==> config.mk <==
export PLATFORM = sky130hd
export DESIGN_NAME = mips_instruction_decoder_core_flat
export DESIGN_NICKNAME = d
export VERILOG_FILES = /design/src/mid_pkg.sv /design/src/mid_if.sv /design/src/mid_decode.sv /design/src/mid_state.sv /design/src/mips_instruction_decoder_core.sv /design/src/flat_wrapper.sv
export SDC_FILE = /design/constraint.sdc
export NUM_CORES = 1
export LEC_CHECK = 0
export ABC_AREA = 1
export BUFFER_PORTS_ARGS = -buffer_cell sky130_fd_sc_hd__buf_2
export CAP_MARGIN = 5
export CORE_MARGIN = 2
export CORE_UTILIZATION = 50
export CTS_CLUSTER_SIZE = 14
export DETAILED_ROUTE_END_ITERATION = 8
export HOLD_SLACK_MARGIN = 0.1
export PLACE_DENSITY = 0.89
export SETUP_SLACK_MARGIN = 0.2
export SKIP_LAST_GASP = 1
export SLEW_MARGIN = 40
export SYNTH_ARGS = -nofsm -noshare
export SYNTH_HDL_FRONTEND = slang
export SYNTH_SLANG_ARGS = --single-unit
==> constraint.sdc <==
create_clock -name clk -period 2.6 [get_ports clk]
set_input_delay 0.26 -clock clk [delete_from_list [all_inputs] [get_ports clk]]
set_output_delay 0.26 -clock clk [all_outputs]
set_load 0.03 [all_outputs]
==> src/mid_pkg.sv <==
package mid_pkg;

  localparam int unsigned WordW = 32;
  localparam int unsigned KindW = 5;
  localparam int unsigned RegW  = 5;

  localparam logic [WordW-1:0] ResetStart = 32'd584;
  localparam logic [WordW-1:0] AddrStep   = 32'd4;

  // mnemonic codes
  localparam logic [KindW-1:0] K_NOP     = 5'd0;
  localparam logic [KindW-1:0] K_SW      = 5'd1;
  localparam logic [KindW-1:0] K_LW      = 5'd2;
  localparam logic [KindW-1:0] K_J       = 5'd3;
  localparam logic [KindW-1:0] K_BEQ     = 5'd4;
  localparam logic [KindW-1:0] K_BNE     = 5'd5;
  localparam logic [KindW-1:0] K_BGTZ    = 5'd6;
  localparam logic [KindW-1:0] K_BLEZ    = 5'd7;
  localparam logic [KindW-1:0] K_BLTZ    = 5'd8;
  localparam logic [KindW-1:0] K_BGEZ    = 5'd9;
  localparam logic [KindW-1:0] K_ADDI    = 5'd10;
  localparam logic [KindW-1:0] K_ADDIU   = 5'd11;
  localparam logic [KindW-1:0] K_SLTI    = 5'd12;
  localparam logic [KindW-1:0] K_BREAK   = 5'd13;
  localparam logic [KindW-1:0] K_SLT     = 5'd14;
  localparam logic [KindW-1:0] K_SLTU    = 5'd15;
  localparam logic [KindW-1:0] K_SLL     = 5'd16;
  localparam logic [KindW-1:0] K_SRL     = 5'd17;
  localparam logic [KindW-1:0] K_SRA     = 5'd18;
  localparam logic [KindW-1:0] K_SUB     = 5'd19;
  localparam logic [KindW-1:0] K_SUBU    = 5'd20;
  localparam logic [KindW-1:0] K_ADD     = 5'd21;
  localparam logic [KindW-1:0] K_ADDU    = 5'd22;
  localparam logic [KindW-1:0] K_AND     = 5'd23;
  localparam logic [KindW-1:0] K_OR      = 5'd24;
  localparam logic [KindW-1:0] K_XOR     = 5'd25;
  localparam logic [KindW-1:0] K_NOR     = 5'd26;
  localparam logic [KindW-1:0] K_DATA    = 5'd27;
  localparam logic [KindW-1:0] K_INVALID = 5'd28;

  // major opcodes
  localparam logic [5:0] OP_SPECIAL = 6'b000000;
  localparam logic [5:0] OP_REGIMM  = 6'b000001;
  localparam logic [5:0] OP_J       = 6'b000010;
  localparam logic [5:0] OP_BEQ     = 6'b000100;
  localparam logic [5:0] OP_BNE     = 6'b000101;
  localparam logic [5:0] OP_BLEZ    = 6'b000110;
  localparam logic [5:0] OP_BGTZ    = 6'b000111;
  localparam logic [5:0] OP_ADDI    = 6'b001000;
  localparam logic [5:0] OP_ADDIU   = 6'b001001;
  localparam logic [5:0] OP_SLTI    = 6'b001010;
  localparam logic [5:0] OP_LW      = 6'b100011;
  localparam logic [5:0] OP_SW      = 6'b101011;

  // special group function codes
  localparam logic [5:0] FN_SLL   = 6'h00;
  localparam logic [5:0] FN_SRL   = 6'h02;
  localparam logic [5:0] FN_SRA   = 6'h03;
  localparam logic [5:0] FN_BREAK = 6'h0D;
  localparam logic [5:0] FN_ADD   = 6'h20;
  localparam logic [5:0] FN_ADDU  = 6'h21;
  localparam logic [5:0] FN_SUB   = 6'h22;
  localparam logic [5:0] FN_SUBU  = 6'h23;
  localparam logic [5:0] FN_AND   = 6'h24;
  localparam logic [5:0] FN_OR    = 6'h25;
  localparam logic [5:0] FN_XOR   = 6'h26;
  localparam logic [5:0] FN_NOR   = 6'h27;
  localparam logic [5:0] FN_SLT   = 6'h2A;
  localparam logic [5:0] FN_SLTU  = 6'h2B;

  // regimm rt selectors
  localparam logic [4:0] RI_BLTZ = 5'd0;
  localparam logic [4:0] RI_BGEZ = 5'd1;

  // config register byte address
  localparam int unsigned         CfgAddrW     = 3;
  localparam logic [CfgAddrW-1:0] CfgStartAddr = 3'd0;

  typedef struct packed {
    logic [KindW-1:0]        kind;
    logic [RegW-1:0]         reg_first;
    logic [RegW-1:0]         reg_second;
    logic [RegW-1:0]         reg_third;
    logic signed [WordW-1:0] value;
  } dec_t;

  // decode-stage handoff to the address/mode tracker
  typedef struct packed {
    logic adv;   // a valid word left the decode stage
    logic brk;   // that word was BREAK
  } step_t;

endpackage

==> src/mid_if.sv <==
interface mid_in_if;
  logic        valid;
  logic        ready;
  logic [31:0] instruction_word;

  modport source (output valid, output instruction_word, input ready);
  modport sink   (input valid, input instruction_word, output ready);
endinterface

interface mid_out_if;
  logic               valid;
  logic               ready;
  logic [31:0]        address;
  logic [4:0]         kind;
  logic [4:0]         reg_first;
  logic [4:0]         reg_second;
  logic [4:0]         reg_third;
  logic signed [31:0] value;

  modport source (output valid, output address, output kind, output reg_first,
                  output reg_second, output reg_third, output value, input ready);
  modport sink   (input valid, input address, input kind, input reg_first,
                  input reg_second, input reg_third, input value, output ready);
endinterface

==> src/mid_decode.sv <==
module mid_decode import mid_pkg::*; (
  input  logic [WordW-1:0] word,
  input  logic             data_mode,
  output dec_t             dec
);

  logic [5:0]       op;
  logic [5:0]       fn;
  logic [RegW-1:0]  rs;
  logic [RegW-1:0]  rt;
  logic [RegW-1:0]  rd;
  logic [RegW-1:0]  sa;
  logic [WordW-1:0] imm;
  logic [WordW-1:0] boff;
  logic [KindW-1:0] fn_kind;

  assign op   = word[31:26];
  assign fn   = word[5:0];
  assign rs   = word[25:21];
  assign rt   = word[20:16];
  assign rd   = word[15:11];
  assign sa   = word[10:6];
  assign imm  = {{16{word[15]}}, word[15:0]};
  assign boff = {imm[29:0], 2'b00};

  always_comb begin
    case (fn)
      FN_BREAK: fn_kind = K_BREAK;
      FN_SLT:   fn_kind = K_SLT;
      FN_SLTU:  fn_kind = K_SLTU;
      FN_SLL:   fn_kind = K_SLL;
      FN_SRL:   fn_kind = K_SRL;
      FN_SRA:   fn_kind = K_SRA;
      FN_SUB:   fn_kind = K_SUB;
      FN_SUBU:  fn_kind = K_SUBU;
      FN_ADD:   fn_kind = K_ADD;
      FN_ADDU:  fn_kind = K_ADDU;
      FN_AND:   fn_kind = K_AND;
      FN_OR:    fn_kind = K_OR;
      FN_XOR:   fn_kind = K_XOR;
      FN_NOR:   fn_kind = K_NOR;
      default:  fn_kind = K_INVALID;
    endcase
  end

  always_comb begin
    dec = '0;
    dec.kind = K_INVALID;
    if (data_mode) begin
      dec.kind  = K_DATA;
      dec.value = word;
    end else if (word == '0) begin
      dec.kind = K_NOP;   // all-zero word is NOP, not SLL
    end else begin
      case (op)
        OP_SW, OP_LW, OP_ADDI, OP_ADDIU, OP_SLTI: begin
          case (op)
            OP_SW:    dec.kind = K_SW;
            OP_LW:    dec.kind = K_LW;
            OP_ADDI:  dec.kind = K_ADDI;
            OP_ADDIU: dec.kind = K_ADDIU;
            default:  dec.kind = K_SLTI;
          endcase
          dec.reg_first  = rt;
          dec.reg_second = rs;
          dec.value      = imm;
        end
        OP_J: begin
          dec.kind  = K_J;
          dec.value = {4'b0000, word[25:0], 2'b00};
        end
        OP_BEQ, OP_BNE: begin
          dec.kind       = (op == OP_BEQ) ? K_BEQ : K_BNE;
          dec.reg_first  = rs;
          dec.reg_second = rt;
          dec.value      = boff;
        end
        OP_BGTZ, OP_BLEZ: begin
          dec.kind      = (op == OP_BGTZ) ? K_BGTZ : K_BLEZ;
          dec.reg_first = rs;
          dec.value     = boff;
        end
        OP_REGIMM: begin
          if (rt == RI_BLTZ || rt == RI_BGEZ) begin
            dec.kind      = (rt == RI_BLTZ) ? K_BLTZ : K_BGEZ;
            dec.reg_first = rs;
            dec.value     = boff;
          end
        end
        OP_SPECIAL: begin
          dec.kind = fn_kind;
          if (fn_kind == K_SLL || fn_kind == K_SRL || fn_kind == K_SRA) begin
            dec.reg_first  = rd;
            dec.reg_second = rt;
            dec.value      = {{(WordW-RegW){1'b0}}, sa};
          end else if (fn_kind != K_BREAK && fn_kind != K_INVALID) begin
            dec.reg_first  = rd;
            dec.reg_second = rs;
            dec.reg_third  = rt;
          end
        end
        default: dec.kind = K_INVALID;
      endcase
    end
  end

endmodule

==> src/mid_state.sv <==
module mid_state import mid_pkg::*; (
  input  logic                clk,
  input  logic                rst_n,
  input  logic                psel,
  input  logic                penable,
  input  logic                pwrite,
  input  logic [CfgAddrW-1:0] paddr,
  input  logic [WordW-1:0]    pwdata,
  output logic [WordW-1:0]    prdata,
  input  step_t               step,
  output logic [WordW-1:0]    addr_cnt,
  output logic                data_mode
);

  logic [WordW-1:0] start_r, start_nxt;
  logic [WordW-1:0] cnt_r, cnt_nxt;
  logic             dmode_r, dmode_nxt;
  logic             wr_start;

  assign wr_start = psel && penable && pwrite && (paddr[CfgAddrW-1:2] == CfgStartAddr[CfgAddrW-1:2]);

  always_comb begin
    start_nxt = start_r;
    cnt_nxt   = cnt_r;
    dmode_nxt = dmode_r;
    if (step.adv) begin
      cnt_nxt = cnt_r + AddrStep;
    end
    if (step.brk) begin
      dmode_nxt = 1'b1;
    end
    // writing the start address also reloads the counter
    if (wr_start) begin
      start_nxt = pwdata;
      cnt_nxt   = pwdata;
    end
  end

  always_ff @(posedge clk) begin
    if (!rst_n) begin
      start_r <= ResetStart;
      cnt_r   <= ResetStart;
      dmode_r <= 1'b0;
    end else begin
      start_r <= start_nxt;
      cnt_r   <= cnt_nxt;
      dmode_r <= dmode_nxt;
    end
  end

  assign prdata    = (paddr[CfgAddrW-1:2] == CfgStartAddr[CfgAddrW-1:2]) ? start_r : '0;
  assign addr_cnt  = cnt_r;
  assign data_mode = dmode_r;

  a_cnt_step: assert property (@(posedge clk) disable iff (!rst_n)
    step.adv && !wr_start |=> cnt_r == $past(cnt_r) + AddrStep)
    else $error("address counter did not advance by one word");

  a_cnt_hold: assert property (@(posedge clk) disable iff (!rst_n)
    !step.adv && !wr_start |=> cnt_r == $past(cnt_r))
    else $error("address counter moved without a valid word");

  a_mode_sticky: assert property (@(posedge clk) disable iff (!rst_n)
    dmode_r |=> dmode_r)
    else $error("data mode left without reset");

endmodule

==> src/mips_instruction_decoder_core.sv <==
// Channel  Dir  Handshake    Payload
// in_ch    in   valid/ready  instruction_word[31:0]
// out_ch   out  valid/ready  address[31:0], kind[4:0], reg_first/second/third[4:0], value[31:0]
// cfg      in   APB          start_address at byte 0 (write reloads the counter)
//
// One request per cycle sustained while out_ch is ready; a result passes through the
// input register, then is decoded into the result register before it is valid.
// rst_n is synchronous: start address and counter return to 584, data mode clears.
// A stalled result holds in the output register; the input register keeps taking
// requests until both stages are full.
module mips_instruction_decoder_core import mid_pkg::*; (
  input  logic                clk,
  input  logic                rst_n,
  mid_in_if.sink              in_ch,
  mid_out_if.source           out_ch,
  input  logic                psel,
  input  logic                penable,
  input  logic                pwrite,
  input  logic [CfgAddrW-1:0] paddr,
  input  logic [WordW-1:0]    pwdata,
  output logic [WordW-1:0]    prdata,
  output logic                pready
);

  logic             s1_v_r, s1_v_nxt;
  logic [WordW-1:0] s1_word_r;
  logic             o_v_r, o_v_nxt;
  logic [WordW-1:0] o_addr_r;
  dec_t             o_dec_r;
  dec_t             dec;
  step_t            step;
  logic             move;
  logic             in_acc;
  logic [WordW-1:0] addr_cnt;
  logic             data_mode;

  assign move        = s1_v_r && (!o_v_r || out_ch.ready);
  assign in_ch.ready = !s1_v_r || move;
  assign in_acc      = in_ch.valid && in_ch.ready;

  assign step.adv = move && (dec.kind != K_INVALID);
  assign step.brk = move && (dec.kind == K_BREAK);

  mid_decode u_decode (
    .word      (s1_word_r),
    .data_mode (data_mode),
    .dec       (dec)
  );

  mid_state u_state (
    .clk       (clk),
    .rst_n     (rst_n),
    .psel      (psel),
    .penable   (penable),
    .pwrite    (pwrite),
    .paddr     (paddr),
    .pwdata    (pwdata),
    .prdata    (prdata),
    .step      (step),
    .addr_cnt  (addr_cnt),
    .data_mode (data_mode)
  );

  assign pready = 1'b1;

  always_comb begin
    s1_v_nxt = in_acc || (s1_v_r && !move);
    o_v_nxt  = move || (o_v_r && !out_ch.ready);
  end

  always_ff @(posedge clk) begin
    if (!rst_n) begin
      s1_v_r <= 1'b0;
      o_v_r  <= 1'b0;
    end else begin
      s1_v_r <= s1_v_nxt;
      o_v_r  <= o_v_nxt;
    end
  end

  always_ff @(posedge clk) begin
    if (in_acc) begin
      s1_word_r <= in_ch.instruction_word;
    end
    if (move) begin
      o_addr_r <= addr_cnt;
      o_dec_r  <= dec;
    end
  end

  assign out_ch.valid      = o_v_r;
  assign out_ch.address    = o_addr_r;
  assign out_ch.kind       = o_dec_r.kind;
  assign out_ch.reg_first  = o_dec_r.reg_first;
  assign out_ch.reg_second = o_dec_r.reg_second;
  assign out_ch.reg_third  = o_dec_r.reg_third;
  assign out_ch.value      = o_dec_r.value;

  a_move_lands: assert property (@(posedge clk) disable iff (!rst_n)
    move |=> o_v_r)
    else $error("decoded request lost between stages");

  a_invalid_zero: assert property (@(posedge clk) disable iff (!rst_n)
    o_v_r && o_dec_r.kind == K_INVALID |->
      o_dec_r.reg_first == '0 && o_dec_r.reg_second == '0 &&
      o_dec_r.reg_third == '0 && o_dec_r.value == '0)
    else $error("invalid result carries nonzero fields");

  a_full_stall: assert property (@(posedge clk) disable iff (!rst_n)
    s1_v_r && o_v_r && !out_ch.ready |-> !in_ch.ready)
    else $error("input taken while both stages are full");

endmodule

==> src/flat_wrapper.sv <==
// flat-port wrapper written by rule: the top's interface ports become plain ports
module mips_instruction_decoder_core_flat import mid_pkg::*;
  (clk, rst_n, psel, penable, pwrite, paddr, pwdata, prdata, pready, in_ch_valid, in_ch_instruction_word, in_ch_ready, out_ch_valid, out_ch_address, out_ch_kind, out_ch_reg_first, out_ch_reg_second, out_ch_reg_third, out_ch_value, out_ch_ready);
  mid_in_if in_ch_i ();
  mid_out_if out_ch_i ();
  input  logic clk;
  input  logic rst_n;
  input  logic psel;
  input  logic penable;
  input  logic pwrite;
  input  logic [CfgAddrW-1:0] paddr;
  input  logic [WordW-1:0] pwdata;
  output logic [WordW-1:0] prdata;
  output logic pready;
  input wire logic [$bits(in_ch_i.valid)-1:0] in_ch_valid;
  input wire logic [$bits(in_ch_i.instruction_word)-1:0] in_ch_instruction_word;
  output wire logic [$bits(in_ch_i.ready)-1:0] in_ch_ready;
  output wire logic [$bits(out_ch_i.valid)-1:0] out_ch_valid;
  output wire logic [$bits(out_ch_i.address)-1:0] out_ch_address;
  output wire logic [$bits(out_ch_i.kind)-1:0] out_ch_kind;
  output wire logic [$bits(out_ch_i.reg_first)-1:0] out_ch_reg_first;
  output wire logic [$bits(out_ch_i.reg_second)-1:0] out_ch_reg_second;
  output wire logic [$bits(out_ch_i.reg_third)-1:0] out_ch_reg_third;
  output wire logic [$bits(out_ch_i.value)-1:0] out_ch_value;
  input wire logic [$bits(out_ch_i.ready)-1:0] out_ch_ready;
  assign in_ch_i.valid = in_ch_valid;
  assign in_ch_i.instruction_word = in_ch_instruction_word;
  assign in_ch_ready = in_ch_i.ready;
  assign out_ch_valid = out_ch_i.valid;
  assign out_ch_address = out_ch_i.address;
  assign out_ch_kind = out_ch_i.kind;
  assign out_ch_reg_first = out_ch_i.reg_first;
  assign out_ch_reg_second = out_ch_i.reg_second;
  assign out_ch_reg_third = out_ch_i.reg_third;
  assign out_ch_value = out_ch_i.value;
  assign out_ch_i.ready = out_ch_ready;
  mips_instruction_decoder_core u_core (.clk(clk), .rst_n(rst_n), .in_ch(in_ch_i), .out_ch(out_ch_i), .psel(psel), .penable(penable), .pwrite(pwrite), .paddr(paddr), .pwdata(pwdata), .prdata(prdata), .pready(pready));
endmodule
Word-level counts from Yosys, hierarchy flattened. Memories as Yosys holds them, arrays and structs flattened. A register that Yosys moved wholly into a read port is not among the register bits. Index checks and enable logic that the tools add are counted.

Add/sub/neg operators: 1. Equal/unequal tests: 19. Multiplexer cells: 21. Bitwise gates (word level): 3. Reduce and logical (&&, ||, !) cells: 31.

Operators with widths (count): 2-to-1 mux 32 bit (6); one-hot mux 32 bit (5 select lines) (1); adder 32 x 3 -> 32 bit, second input constant (1); logical NOT 32 bit (1); one-hot mux 5 bit (6 select lines) (1); == test 6 x 3 -> 1 bit, second input constant (4); 2-to-1 mux 10 bit (2); one-hot mux 5 bit (4 select lines) (1); == test 6 x 4 -> 1 bit, second input constant (3); one-hot mux 4 bit (4 select lines) (1); == test 5 bit, second input constant (3); 2-to-1 mux 15 bit (1); 2-to-1 mux 5 bit (3); one-hot mux 5 bit (3 select lines) (1); == test 6 bit, second input constant (2); logical AND 1 bit (10); != test 5 bit, second input constant (2); OR reduction 5 bit (2); logical OR 1 bit (7); == test 6 x 1 -> 1 bit, second input constant (1); == test 6 x 2 -> 1 bit, second input constant (1); logical NOT 6 bit (1); 2-to-1 mux 6 bit (1); OR reduction 2 bit (3); other kinds (9) (16).

Register bits after elaboration: 183. Bits in read-only memories: 320. Output and inout bits: 119. Word-level logic and storage cells: 88. Memories: 1.

Memory list: (no name shown) (words 64, bits a word 5, read ports 1, clocked after Yosys merged registers in 1, wr ports 0, RTL line mid_decode.sv:27) `case (fn)`.

Longest topological paths before layout.
Depth after elaboration: 10. Gate-level depth with buffers: 16. Depth with buffers taken out: 16.

Modules after synthesis. A second synthesis with hierarchy kept.

Cell total of the unflattened synthesis: 1063. Area total of the unflattened synthesis: 9087.5 µm².

By module, submodules not included: mid_state (instances 1, cells each 568, area each 3677.3 µm²); mips_instruction_decoder_core (instances 1, cells each 142, area each 3632.2 µm²); mid_decode (instances 1, cells each 353, area each 1778.0 µm²).

Worst setup path after synthesis. OpenSTA, ideal clock, no wires.

Kind: reg2reg. Start: register u_core.o_v_r, in the netlist u_core.out_ch.valid. End: register u_core.u_state.cnt_r[10], in the netlist u_core.u_state.addr_cnt[10]. Setup time: 0.115 ns. Arrival time: 2.867 ns. Required time: 2.485 ns. Slack: -0.382 ns. Cell stages (with the launch flop): 8. Path buffers: 1. Period minus slack after synthesis: 2.982 ns. Cells stage by stage: dfxtp_1 -> nand2_1 -> nand2_1 -> inv_1 -> nand2_8 -> buf_4 -> a21oi_1 -> nor2_1.

Cells in the longest elaborated chain, start to end: 5.

Ends and longest elaborated chain: from (decl) (RTL line mips_instruction_decoder_core.sv:27) `logic o_v_r, o_v_nxt;`; from (signal assigned) (RTL line mips_instruction_decoder_core.sv:77) `o_v_r <= o_v_nxt;`; logical NOT 1 bit (RTL line mips_instruction_decoder_core.sv:37) `assign move = s1_v_r && (!o_v_r || out_ch.ready);`; logical OR 1 bit (RTL line mips_instruction_decoder_core.sv:37); logical AND 1 bit (RTL line mips_instruction_decoder_core.sv:37); net u_core.move (RTL line mips_instruction_decoder_core.sv:32) `logic move;`; logical AND 1 bit (RTL line mips_instruction_decoder_core.sv:41) `assign step.adv = move && (dec.kind != K_INVALID);`; nonzero test 2 bit (no line); to (signal assigned) (RTL line mid_state.sv:42) `cnt_r <= ResetStart;`; to (signal assigned) (RTL line mid_state.sv:46) `cnt_r <= cnt_nxt;`; to (decl) (RTL line mid_state.sv:16) `logic [WordW-1:0] cnt_r, cnt_nxt;`.

The timed path passes the listed nets, and every way through them passes these cells. A chain may end at the register's enable or synchronous reset.

==> run_results.csv <==
group,metric,value,unit
timing,relSlewSlack,60.3,%
die,fp.coreArea,17800,um2
logic_synthesis,yosysSeqAreaShare,54.7,%
routing,vias,8210,
logic_synthesis,yosysTopAreaCell,"edfxtp_1",
logic_synthesis,synthCells,1073,
routing,wl_per_cell,16.2,um
clock_tree,cts_root_buf,"clkbuf_16",
placement,pre_cts_slack,0.267,ns
global_route,grt_max_degree,65,
clock_tree,cts_max_path_buffers,2,
die,die_h,138,um
logic_synthesis,yosysTopAreaCellShare,38.7,%
global_route,grt_pass1_vias,7365,
power,vdd_ir_drop_max,0.461,mV
critical_path,slowest_stage,"edfxtp_1",
routing,drc_errors,0,
critical_path,cp.required,2.73,ns
die,die_w,138,um
timing,grt_setup_unrepaired,"no",
critical_path,cp-start-kind,"flop",
power,combPwrFrac,13.9,%
critical_path,r2r_cells,12,
die,row_count,49,
clock_tree,path_clk_slew,0.07,ns
power,p_int,4.99,mW
power,power.total,6.91,mW
logic_synthesis,avgSynthCellArea,8.39,um2
routing,drt_pass1_iterations,7,
layout,drive_above_1_share,22.1,%
layout,diodes,0,
clock_tree,clk_latency,0.43,ns
routing,viasPerCell,5.35,
layout,fin_nets,1374,
timing,layout_setup_ws,0.286,ns
routing,drt_iter0_drc,973,
timing,finalSetupViolations,0,
hold_path,whs_path_depth,3,
timing,tns,0,ns
layout,area_growth,24.4,%
logic_synthesis,syn-cell-area,9000,um2
hold_path,hp-class,"in2reg",
clock_tree,numCtsBuffers,17,
global_route,grt-ovfl-total,0,
layout,layout_common_cells,"nand2_1 (240), buf_2 (189), nor2_1 (141)",
logic_synthesis,async_reset_ff_share,0,%
clock_tree,h-tree-depth,4,
timing,slew_viol_final,0,
logic_synthesis,yosys_register_bits,188,
run_status,status,"finished, final reports clean",
timing,hold_viol_final,0,
die,die-area,19100,um2
power,sequentialPowerShare,50.5,%
critical_path,cp_num_cells,12,
timing,fin_crit,2.31,ns
critical_path,critical_path_arrival,2.45,ns
clock_tree,cts.sinks,188,
logic_synthesis,ys_top_cells_by_area,"edfxtp_1 (39%), dfxtp_1 (16%), nand2_1 (10%), nor2_1 (5.9%), inv_1 (5.5%)",
critical_path,crit_buf_inv,5,
die,io_pins,193,
critical_path,end_kind,"flop",
timing,period_share,89.0,%
critical_path,critPathMaxStageDelay,0.45,ns
timing,tightest_slew,0.595,ns
timing,skew,0.0143,ns
critical_path,rrSetupSlack,0.29,ns
logic_synthesis,synth_nets,1153,
power,clkPwrFrac,35.7,%
timing,clock.fmax,432,MHz
clock_tree,cts_tree,"built",
power,power.density,617,nW/um2
global_route,antenna_found_initial,0,
global_route,grt_usage,24.9,%
critical_path,crit_fanout,15,
power,switchingPower,1.92,mW
logic_synthesis,synthFlopType,"edfxtp_1",
logic_synthesis,ys_warn_count,0,
placement,gp_congestion,0.956,
layout,layout_commonest_cell,"nand2_1",
critical_path,critical_path_class,"reg2reg",
global_route,grt_pass1_wl,38000,um
placement,dp_hpwl,17100,um
logic_synthesis,synth-edff-count,116,
critical_path,path_cells,"buf_4 -> inv_2 -> nor2_2 -> nand2_1 -> inv_1 -> a21oi_2 -> inv_1 -> nor2_1 -> buf_4 -> o22ai_1 -> o21ai_0 -> o21ai_0",
logic_synthesis,synth_cell_type_count,43,
job,drv_cap,0,
power,power.leakage,4.98,nW
die,initial_core_util,50.5,%
routing,drtAntennaViolNets,0,
placement,port_buffers,189,
power,netSwitchingFraction,27.8,%
critical_path,critPathTopFamily,"compound AO/OA/AOI/OAI gates",
routing,wirelength,24800,um
metal layers:
metal  routed length [um]  global-route usage (%)  vias up
li1                     -                       -     3953
met1                10800                    35.8     3751
met2                11100                    37.6      444
met3                 2180                    4.54       62
met4                  794                    9.99        0
met5                    0                       0        -
synthesized netlist by cell type (2+ instances only):
library cell	instances
nand2_1	242
nor2_1	142
inv_1	131
edfxtp_1	116
dfxtp_1	72
o21ai_0	70
a21oi_1	60
nand3_1	54
clkbuf_1	23
o22ai_1	18
nor3_1	16
xor2_1	15
inv_2	14
nand4_1	14
buf_1	8
buf_2	8
ha_1	6
nor2_2	5
o21ai_1	5
o221ai_1	5
buf_4	4
nand3b_1	4
nor2_4	4
o211ai_1	4
a22oi_1	3
a31oi_1	3
buf_6	3
o31ai_1	3
xnor2_1	3
a211oi_1	2
a21boi_0	2
nand2_2	2
nand2_8	2
layout make-up:
cell class / instances / area, um2
inverter: 146 / 552
clock buffer: 18 / 429
fill: 1482 / 6640
tap: 229 / 287
clock inverter: 13 / 119
multi-input combinational: 695 / 3400
sequential: 188 / 4930
timing repair buffer: 246 / 1480
final timing paths:
| kind | startpoint | to |
|---|---|---|
| setup / recovery | u_core.s1_word_r[28] | u_core.out_ch.value[3] |
| hold / removal | pwdata[0] | u_core.u_state.start_r[0] |
| setup reg to reg | u_core.s1_word_r[28] | u_core.out_ch.value[3] |
| hold reg to reg | u_core.u_state.addr_cnt[1] | u_core.out_ch.address[1] |
stage by stage:
step | instances | cell area, um2 | hold slack, ns | utilization [%]
2_1_floorplan | 1073 | 9060 | 0.359 | -
3_3_place_gp | 1463 | 10200 | 0.415 | 57.3
3_5_place_dp | 1463 | 10200 | 0.416 | 57.3
4_1_cts | 1528 | 11100 | 0.103 | 62.3
5_1_grt | 1535 | 11200 | 0.121 | 62.8
6_report | 1535 | 11200 | 0.115 | 62.8
flip-flops by register name, summed over array words and instances (netlist names), 5 cells and up:
name and count:
u_core.u_state.start_r 32, u_core.out_ch.value 32, u_core.out_ch.reg_second 5, u_core.u_state.addr_cnt 32
u_core.out_ch.address 32, u_core.s1_word_r 32, u_core.out_ch.reg_first 5, u_core.out_ch.reg_third 5
u_core.u_decode.fn_kind 5, u_core.out_ch.kind 5
power groups by stage:
stage          sequential (mW)  combinational (mW)  clock (mW)
6_report                  3.49               0.958        2.46
5_1_grt                   3.50                1.04        2.60
4_1_cts                   3.48               0.917        2.47
3_5_place_dp              3.55               0.870           0
3_3_place_gp              3.54               0.847           0
2_1_floorplan             3.64               0.503           0
cells by family after synthesis:
group                    synth area share, %
AO/OA/AOI/OAI                           10.7
XOR/XNOR                                1.75
adder cells (fa/ha/maj)                0.834
buffers and inverters                   8.53
flip-flops                              54.7
other                                 0.0416
AND/OR/NAND/NOR                         23.4
worst min-delay path, stage by stage:
cell     delay (ns)
buf_2          0.09
nand2_1        0.07
a21oi_1        0.06
repair_timing:
item	4_1_cts	5_1_grt
hold buffers	34	0
endpoints found under the setup margin	0	35
endpoints found under the hold margin	34	0
resized for setup	0	7
buffers inserted	0	5
No activity file was read; power rests on OpenSTA's default activity.
